===== src/hdl/efr_pkg.sv =====
// ----------------------------------------------------------------------------
// efr_pkg
// Shared constants for the edge-function triangle rasterizer: box clamps,
// coordinate width, address layout and the item kind codes.
// ----------------------------------------------------------------------------
package efr_pkg;

  // default bounding box clamps (screen size) and vertex width
  localparam int BOX_CLAMP_X = 320;
  localparam int BOX_CLAMP_Y = 240;
  localparam int COORD_BITS  = 11;

  // result coordinate width and planar address layout
  localparam int PIX_BITS  = 11;
  localparam int ADDR_BITS = 16;
  localparam int MASK_BITS = 4;

  localparam logic [ADDR_BITS-1:0] PAGE_BASE_RESET = 16'd16000;

  // item kind codes
  localparam logic KIND_SETUP = 1'b0;
  localparam logic KIND_STEP  = 1'b1;

endpackage


===== src/hdl/edge_function_triangle_rasterizer.sv =====
// ----------------------------------------------------------------------------
// edge_function_triangle_rasterizer
// Bounding-box walk over a triangle with incremental edge functions; reports
// coverage, mode-X plane mask and planar byte address for each pixel.
// ----------------------------------------------------------------------------
//
//  channel  | dir | handshake                 | payload
//  ---------+-----+---------------------------+---------------------------------
//  input    | in  | in_valid_i / in_stall_o   | kind_i, ax_i .. cy_i
//  result   | out | out_valid_o / out_stall_i | pixel_valid_o, px_o, py_o,
//           |     |                           | covered_o, plane_mask_o,
//           |     |                           | byte_address_o, last_o
//  config   | in  | cfg_we_i                  | cfg_wdata_i (page base)
//
// One item per clock sustained while the result side does not stall; an item
// passes the input register, the setup register and the result register. Setup
// forms the box and the edge deltas in the first stage and the corner edge values
// (two products per edge) in the second; a walk step does three additions in the
// second. Reset clears the pipeline valids and the busy flag, and restores the
// page base. A stall on the result side holds every stage that is full; empty
// stages still fill, so the pipeline absorbs up to three items under stall.
module edge_function_triangle_rasterizer #(
  parameter int BOX_CLAMP_X = efr_pkg::BOX_CLAMP_X,
  parameter int BOX_CLAMP_Y = efr_pkg::BOX_CLAMP_Y,
  parameter int COORD_BITS  = efr_pkg::COORD_BITS
) (
  input  logic                                clk_i,
  input  logic                                rst_ni,

  input  logic                                in_valid_i,
  output logic                                in_stall_o,
  input  logic                                kind_i,
  input  logic signed [COORD_BITS-1:0]        ax_i,
  input  logic signed [COORD_BITS-1:0]        ay_i,
  input  logic signed [COORD_BITS-1:0]        bx_i,
  input  logic signed [COORD_BITS-1:0]        by_i,
  input  logic signed [COORD_BITS-1:0]        cx_i,
  input  logic signed [COORD_BITS-1:0]        cy_i,

  output logic                                out_valid_o,
  input  logic                                out_stall_i,
  output logic                                pixel_valid_o,
  output logic signed [efr_pkg::PIX_BITS-1:0] px_o,
  output logic signed [efr_pkg::PIX_BITS-1:0] py_o,
  output logic                                covered_o,
  output logic [efr_pkg::MASK_BITS-1:0]       plane_mask_o,
  output logic [efr_pkg::ADDR_BITS-1:0]       byte_address_o,
  output logic                                last_o,

  input  logic                                cfg_we_i,
  input  logic [efr_pkg::ADDR_BITS-1:0]       cfg_wdata_i
);

  // coordinate width: vertices plus the clamp constants (up to 1023)
  localparam int CW = ((COORD_BITS > 10) ? COORD_BITS : 10) + 1;
  // vertex difference, box-corner offset, product and edge value widths
  localparam int DW = COORD_BITS + 1;
  localparam int XW = CW + 1;
  localparam int PW = DW + XW;
  localparam int EW = PW + 1;
  localparam int MB = (COORD_BITS < efr_pkg::PIX_BITS) ? COORD_BITS : efr_pkg::PIX_BITS;
  localparam int AW = efr_pkg::ADDR_BITS;

  localparam logic signed [CW-1:0] CLAMP_X = CW'(BOX_CLAMP_X);
  localparam logic signed [CW-1:0] CLAMP_Y = CW'(BOX_CLAMP_Y);

  function automatic logic signed [CW-1:0] smin(input logic signed [CW-1:0] a,
                                                input logic signed [CW-1:0] b);
    return (a < b) ? a : b;
  endfunction

  function automatic logic signed [CW-1:0] smax(input logic signed [CW-1:0] a,
                                                input logic signed [CW-1:0] b);
    return (a > b) ? a : b;
  endfunction

  // --------------------------------------------------------------------------
  // handshake
  // --------------------------------------------------------------------------
  logic s1_valid_q, s2_valid_q, out_valid_q;
  logic s1_ready, s2_ready, out_ready;
  logic s2_fire;

  assign out_ready  = !out_valid_q || !out_stall_i;
  assign s2_ready   = !s2_valid_q || out_ready;
  assign s1_ready   = !s1_valid_q || s2_ready;
  assign s2_fire    = s2_valid_q && out_ready;
  assign in_stall_o = !s1_ready;

  always_ff @(posedge clk_i or negedge rst_ni) begin
    if (!rst_ni) begin
      s1_valid_q  <= 1'b0;
      s2_valid_q  <= 1'b0;
      out_valid_q <= 1'b0;
    end else begin
      if (s1_ready) begin
        s1_valid_q <= in_valid_i;
      end
      if (s2_ready) begin
        s2_valid_q <= s1_valid_q;
      end
      if (out_ready) begin
        out_valid_q <= s2_valid_q;
      end
    end
  end

  // --------------------------------------------------------------------------
  // stage 1: input register, box and edge deltas
  // --------------------------------------------------------------------------
  logic                         s1_kind_q;
  logic signed [COORD_BITS-1:0] s1_vx_q [3];
  logic signed [COORD_BITS-1:0] s1_vy_q [3];

  always_ff @(posedge clk_i) begin
    if (in_valid_i && s1_ready) begin
      s1_kind_q  <= kind_i;
      s1_vx_q[0] <= ax_i;
      s1_vy_q[0] <= ay_i;
      s1_vx_q[1] <= bx_i;
      s1_vy_q[1] <= by_i;
      s1_vx_q[2] <= cx_i;
      s1_vy_q[2] <= cy_i;
    end
  end

  logic signed [CW-1:0] vx [3];
  logic signed [CW-1:0] vy [3];
  logic signed [CW-1:0] min_x_d, min_y_d, max_x_d, max_y_d;
  logic signed [DW-1:0] col_d [3];
  logic signed [DW-1:0] row_d [3];
  logic signed [XW-1:0] dx_d  [3];
  logic signed [XW-1:0] dy_d  [3];

  always_comb begin
    for (int i = 0; i < 3; i++) begin
      vx[i] = CW'(s1_vx_q[i]);
      vy[i] = CW'(s1_vy_q[i]);
    end
    // max starts at zero and min at the clamp corner
    min_x_d = smin(smin(CLAMP_X, vx[0]), smin(vx[1], vx[2]));
    min_y_d = smin(smin(CLAMP_Y, vy[0]), smin(vy[1], vy[2]));
    max_x_d = smax(smax('0, vx[0]), smax(vx[1], vx[2]));
    max_y_d = smax(smax('0, vy[0]), smax(vy[1], vy[2]));
  end

  // edge e runs from vertex (e+1)%3 to vertex (e+2)%3;
  // value at the corner = row * (min_y - p.y) + col * (min_x - p.x)
  for (genvar e = 0; e < 3; e++) begin : g_delta
    localparam int P = (e + 1) % 3;
    localparam int Q = (e + 2) % 3;
    assign col_d[e] = DW'(s1_vy_q[P]) - DW'(s1_vy_q[Q]);
    assign row_d[e] = DW'(s1_vx_q[Q]) - DW'(s1_vx_q[P]);
    assign dx_d[e]  = XW'(min_x_d) - XW'(vx[P]);
    assign dy_d[e]  = XW'(min_y_d) - XW'(vy[P]);
  end

  // --------------------------------------------------------------------------
  // stage 2: setup register, walk state and pixel results
  // --------------------------------------------------------------------------
  logic                 s2_kind_q;
  logic signed [CW-1:0] s2_min_x_q, s2_min_y_q, s2_max_x_q, s2_max_y_q;
  logic signed [DW-1:0] s2_col_q [3];
  logic signed [DW-1:0] s2_row_q [3];
  logic signed [XW-1:0] s2_dx_q  [3];
  logic signed [XW-1:0] s2_dy_q  [3];

  always_ff @(posedge clk_i) begin
    if (s1_valid_q && s2_ready) begin
      s2_kind_q  <= s1_kind_q;
      s2_min_x_q <= min_x_d;
      s2_min_y_q <= min_y_d;
      s2_max_x_q <= max_x_d;
      s2_max_y_q <= max_y_d;
      for (int i = 0; i < 3; i++) begin
        s2_col_q[i] <= col_d[i];
        s2_row_q[i] <= row_d[i];
        s2_dx_q[i]  <= dx_d[i];
        s2_dy_q[i]  <= dy_d[i];
      end
    end
  end

  logic signed [PW-1:0] prod_row [3];
  logic signed [PW-1:0] prod_col [3];
  logic signed [EW-1:0] corner   [3];

  for (genvar e = 0; e < 3; e++) begin : g_corner
    assign prod_row[e] = PW'(s2_row_q[e]) * PW'(s2_dy_q[e]);
    assign prod_col[e] = PW'(s2_col_q[e]) * PW'(s2_dx_q[e]);
    assign corner[e]   = EW'(prod_row[e]) + EW'(prod_col[e]);
  end

  // walk state
  logic                 busy_q;
  logic [AW-1:0]        page_base_q;
  logic signed [CW-1:0] cur_x_q, cur_y_q, min_x_q, max_x_q, max_y_q;
  logic signed [DW-1:0] col_step_q [3];
  logic signed [DW-1:0] row_step_q [3];
  logic signed [EW-1:0] edge_now_q [3];
  logic signed [EW-1:0] edge_row_q [3];

  logic is_setup, is_pixel, end_row, fin, cov;
  logic [AW-1:0] y_ext, x_ext, addr;

  assign is_setup = (s2_kind_q == efr_pkg::KIND_SETUP);
  assign is_pixel = (s2_kind_q == efr_pkg::KIND_STEP) && busy_q;
  assign end_row  = (cur_x_q >= max_x_q);
  assign fin      = end_row && (cur_y_q >= max_y_q);
  assign cov      = (edge_now_q[0] <= 0) && (edge_now_q[1] <= 0) && (edge_now_q[2] <= 0);

  // address = page base + y*80 + floor(x/4), wrapped
  assign y_ext = AW'(cur_y_q);
  assign x_ext = AW'(cur_x_q >>> 2);
  assign addr  = page_base_q + (y_ext << 6) + (y_ext << 4) + x_ext;

  always_ff @(posedge clk_i or negedge rst_ni) begin
    if (!rst_ni) begin
      busy_q      <= 1'b0;
      page_base_q <= efr_pkg::PAGE_BASE_RESET;
    end else begin
      if (cfg_we_i) begin
        page_base_q <= cfg_wdata_i;
      end
      if (s2_fire) begin
        if (is_setup) begin
          busy_q <= 1'b1;
        end else if (is_pixel && fin) begin
          busy_q <= 1'b0;
        end
      end
    end
  end

  always_ff @(posedge clk_i) begin
    if (s2_fire) begin
      if (is_setup) begin
        // load a new triangle, abandoning any walk in progress
        cur_x_q <= s2_min_x_q;
        cur_y_q <= s2_min_y_q;
        min_x_q <= s2_min_x_q;
        max_x_q <= s2_max_x_q;
        max_y_q <= s2_max_y_q;
        for (int i = 0; i < 3; i++) begin
          col_step_q[i] <= s2_col_q[i];
          row_step_q[i] <= s2_row_q[i];
          edge_now_q[i] <= corner[i];
          edge_row_q[i] <= corner[i];
        end
      end else if (is_pixel && !fin) begin
        if (end_row) begin
          cur_x_q <= min_x_q;
          cur_y_q <= cur_y_q + CW'(1);
          for (int i = 0; i < 3; i++) begin
            edge_row_q[i] <= edge_row_q[i] + EW'(row_step_q[i]);
            edge_now_q[i] <= edge_row_q[i] + EW'(row_step_q[i]);
          end
        end else begin
          cur_x_q <= cur_x_q + CW'(1);
          for (int i = 0; i < 3; i++) begin
            edge_now_q[i] <= edge_now_q[i] + EW'(col_step_q[i]);
          end
        end
      end
    end
  end

  // --------------------------------------------------------------------------
  // result register
  // --------------------------------------------------------------------------
  logic                                pix_q, cov_q, last_q;
  logic signed [efr_pkg::PIX_BITS-1:0] px_q, py_q;
  logic [efr_pkg::MASK_BITS-1:0]       mask_q;
  logic [AW-1:0]                       addr_q;

  always_ff @(posedge clk_i) begin
    if (s2_fire) begin
      if (is_pixel) begin
        pix_q  <= 1'b1;
        px_q   <= efr_pkg::PIX_BITS'(cur_x_q[MB-1:0]);
        py_q   <= efr_pkg::PIX_BITS'(cur_y_q[MB-1:0]);
        cov_q  <= cov;
        mask_q <= efr_pkg::MASK_BITS'(1) << cur_x_q[1:0];
        addr_q <= addr;
        last_q <= fin;
      end else begin
        // setup or idle step: report an empty result
        pix_q  <= 1'b0;
        px_q   <= '0;
        py_q   <= '0;
        cov_q  <= 1'b0;
        mask_q <= '0;
        addr_q <= '0;
        last_q <= 1'b0;
      end
    end
  end

  assign out_valid_o    = out_valid_q;
  assign pixel_valid_o  = pix_q;
  assign px_o           = px_q;
  assign py_o           = py_q;
  assign covered_o      = cov_q;
  assign plane_mask_o   = mask_q;
  assign byte_address_o = addr_q;
  assign last_o         = last_q;

`ifndef SYNTHESIS
  a_last_is_pixel: assert property (@(posedge clk_i) disable iff (!rst_ni)
    out_valid_o && last_o |-> pixel_valid_o)
    else $error("last flag on a result that is not a pixel");

  a_mask_onehot: assert property (@(posedge clk_i) disable iff (!rst_ni)
    out_valid_o && pixel_valid_o |-> $onehot(plane_mask_o))
    else $error("plane mask not one-hot on a pixel");

  a_busy_drop: assert property (@(posedge clk_i) disable iff (!rst_ni)
    $fell(busy_q) |-> out_valid_o && pixel_valid_o && last_o)
    else $error("walk ended without a last pixel");

  a_empty_result: assert property (@(posedge clk_i) disable iff (!rst_ni)
    out_valid_o && !pixel_valid_o |-> !covered_o && (plane_mask_o == '0))
    else $error("non-pixel result carries pixel data");
`endif

endmodule


===== config.mk =====
export PLATFORM = sky130hd
export DESIGN_NAME = edge_function_triangle_rasterizer
export DESIGN_NICKNAME = d
export VERILOG_FILES = /design/src/hdl/efr_pkg.sv /design/src/hdl/edge_function_triangle_rasterizer.sv
export SDC_FILE = /design/constraint.sdc
export NUM_CORES = 2
export LEC_CHECK = 0
export BUFFER_PORTS_ARGS = -buffer_cell sky130_fd_sc_hd__buf_2
export CAP_MARGIN = 20
export CELL_PAD_IN_SITES_DETAIL_PLACEMENT = 0
export CELL_PAD_IN_SITES_GLOBAL_PLACEMENT = 2
export CORE_MARGIN = 5
export CORE_UTILIZATION = 47
export DETAILED_ROUTE_END_ITERATION = 6
export PLACE_DENSITY = 0.88
export SLEW_MARGIN = 25
export SYNTH_ARGS = -nofsm -noshare
export SYNTH_HDL_FRONTEND = slang
export SYNTH_SLANG_ARGS = --single-unit

===== constraint.sdc =====
create_clock -name clk_i -period 20.6 [get_ports clk_i]
set_input_delay 3.09 -clock clk_i [delete_from_list [all_inputs] [get_ports clk_i]]
set_output_delay 3.09 -clock clk_i [all_outputs]
set_load 0.02 [all_outputs]

==> impl_results.md <==
- Die Height: slightly above 400 µm
- Clock buffer count from CTS: 78
- CP Launch Type: flip-flop
- Core outline area: around 0.15 mm²
- CP most frequent cell: a21oi_1
- Rel. slew slack: between 15 and 20%
- Fin cells: slightly above 9000
- Routed Antenna Nets: 0
- Compound-gate portion of the synthesized area: ~8.6%
- CTS tree: done
- Adder-cell area share of the yosys netlist: approximately two fifths
- Ports: roughly 140
- Most common cell after layout, fill and taps aside: inv_1
- Unique cell type count in the Yosys netlist: between 80 and 90
- Worst skew pair latency: around 0.7 ns
- Largest net degree at the start of global routing: slightly below 80
- Post-route DRC: 0
- Gr ovfl total: 0
- GRT Util Overall: 25.2%
- Tmin final: ~8.0 ns
- Post-CTS Setup Inserts: 0
- Yosys reg bits: between 600 and 700
- WL/cell: approximately 22 µm
- Unrepaired setup endpoints after global routing: false
- Die X: 404 µm
- Post-synthesis cell area: around 0.073 mm²
- F_max: around 130 MHz
- Final WL: 203 mm
- Starting Density: a little under half
- Share of cells above drive strength 1: approximately 5.6%
- Placed wire-length estimate: around 160 mm
- EDFF count, synth: roughly 590
- First-pass GRT wire length: 315 mm
- Simple-Gate Fraction of Synth Area: a little under an eighth
- IO buf count: ~130
- Area growth syn-to-layout: 7.73%
- 1st-iter DRT viols: approximately 3500
- Root buffer cell: clkbuf_16
- Post-Synthesis Cells: 7182
- Post-CTS Hold Fix Bufs: 0
- DR vias/cell: about 5.4
- Worst slew pin tran: between 1 and 1.5 ns
- Fin crit share: slightly below 40%
- H-tree depth: 3
- Status: completed
- # nets final: about 9000
- Multi-input logic area: just under 0.05 mm²
- Cell row count: around 140
- Worst min path class: flip-flop to flip-flop
- Critical path's slowest cell: o221ai_1
- Syn avg cell area: about 10 µm²
- Final setup TNS: 0 ns
- # clock sinks: a little over 600
- Placer Congestion: a little over 0.9
- Worst Path Arrival: about 8.4 ns
- Ys async rst share: under 10%
- Most frequent cells in the layout: 1377 x inv_1, 1074 x fa_1, 703 x nand2_1, 644 x ha_1, 592 x edfxtp_1
- Critical path's largest stage delay: between 0.8 and 0.9 ns
- Max Root-Sink Buffers: 3
- Sequential-to-total area share from yosys stat: around a quarter
- Register Area: between 0.015 and 0.02 mm²
- Main synth FF type: edfxtp_1
- Total Die Area: 0.164 mm²
- TritonRoute pass-1 iters: 6
- Post-synthesis mux area share: 1.92%
- Vias: 50200
- Initial antenna violation count: 19
- Final Hold Fails: 0
- Max Cap Violations: 0
- Crit. End Element: flip-flop
- Largest family of logic cells by synthesized area: adder cells
- Vias in the first global route: 53100
- Fin. max-slew vios: 0
- Clk slew on worst S/H paths: approximately 0.07 ns
- Synth Area in XOR/XNOR: approximately 4.1%
- CP required: around 21 ns
- Synth warn: 0
- Inst Count DP: 9190
- Critical path class: flip-flop to flip-flop
- Filler Cells Inserted: between 10000 and 15000
- Clock Skews: just over 0.05 ns
- Post-cts sizing count: 0
- Final setup vio count: 0
- Critical-path maximum fanout: 19
[final cells by class]
cell class | count | share of cell area, %
Antenna cell | 8 | 0.0254
Clock buffer | 93 | 2.59
Clock inverter | 47 | 0.918
Inverter | 1381 | 6.58
Multi-Input combinational cell | 4977 | 62.1
Sequential cell | 612 | 23.2
Tap cell | 2044 | 3.25
Timing Repair Buffer | 177 | 1.32
[critical path: cells and delay by family, from the launching register on]
kind | cells | cell delay [ns]
AO/OA/AOI/OAI | 18 | 4.57
AND/OR/NAND/NOR | 7 | 1.05
adder cells (fa/ha/maj) | 4 | 1.40
buffers and inverters | 1 | 0.24
flip-flops | 1 | 0.46
[per-layer routing]
metal	global-route usage (%)	vias up	share of wire, %
met3	3.19	230	5.0
met2	42.7	1219	48
met1	34.6	25600	44
met5	0	-	0
li1	-	23200	-
met4	6.50	0	2.7
[cell usage after synthesis, types with 36 or more instances]
library cell	count	area (µm²)
fa_1	1074	21500
and2_1	380	2380
inv_1	1378	5170
o21ai_0	218	1090
a21boi_0	43	323
nand2_1	705	2650
mux2i_1	66	661
xor2_1	122	1070
xnor2_1	220	1930
nor2b_1	47	294
clkbuf_1	203	762
mux2_2	65	732
nand2b_1	121	757
a21oi_1	288	1440
nor2_1	324	1220
o21a_1	59	443
nand3_1	51	255
edfxtp_1	592	17800
ha_1	644	8060
a21o_1	131	983
nor3_1	36	180
and3_1	42	263
[final timing paths]
path | cells after the start | to | startpoint | slack [ns]
worst min-delay path | 0 | max_x_q[0]$_DFFE_PP_ | s2_max_x_q[0]$_DFFE_PP_ | 0.41
max in group asynchronous | 1 | page_base_q[0]$_DFFE_PN0P_ | rst_ni | 17.85
worst max register to register | 30 | s2_dx_q[0][12]$_DFFE_PP_ | s1_vx_q[0][11]$_DFFE_PP_ | 12.62
worst min register to register | 0 | max_x_q[0]$_DFFE_PP_ | s2_max_x_q[0]$_DFFE_PP_ | 0.41
worst max-delay path | 30 | s2_dx_q[0][12]$_DFFE_PP_ | s1_vx_q[0][11]$_DFFE_PP_ | 12.62
min in group asynchronous | 1 | page_base_q[5]$_DFFE_PN0P_ | rst_ni | 2.37
[per-stage QoR]
stage	util (%)	cell area, µm²	setup slack, ns	hold WS [ns]
after floorplan	-	73100	9.14	0.400
after global placement	49.1	75900	12.76	0.404
after detailed placement	49.2	75900	12.61	0.405
after CTS	51.0	78700	12.61	0.407
after global routing	51.0	78700	12.03	0.417
final	51.0	78800	12.62	0.408
[sequential cells by signal, summed over array words and instances, names as in the netlist, 12 cells and up]
name / count
cur_y_q: 12
s1_vy_q: 33
cur_x_q: 12
col_step_q: 36
s2_dx_q: 39
edge_now_q: 78
s2_row_q: 36
edge_row_q: 78
byte_address_o: 16
s2_col_q: 36
s2_dy_q: 39
page_base_q: 16
row_step_q: 36
s1_vx_q: 33
[logic make-up after synthesis]
logic type | after synthesis
other | 1
and+or+nand+nor | 1797
AOI/OAI and AO/OA | 986
muxes | 132
buffers and inverters | 1594
DFF | 612
xor gates and xnor gates | 342
adders and majority gates | 1718
Power is left out: the tool's default activity adds up to more than one toggle a clock period on the data nets, which glitch-free logic cannot reach.
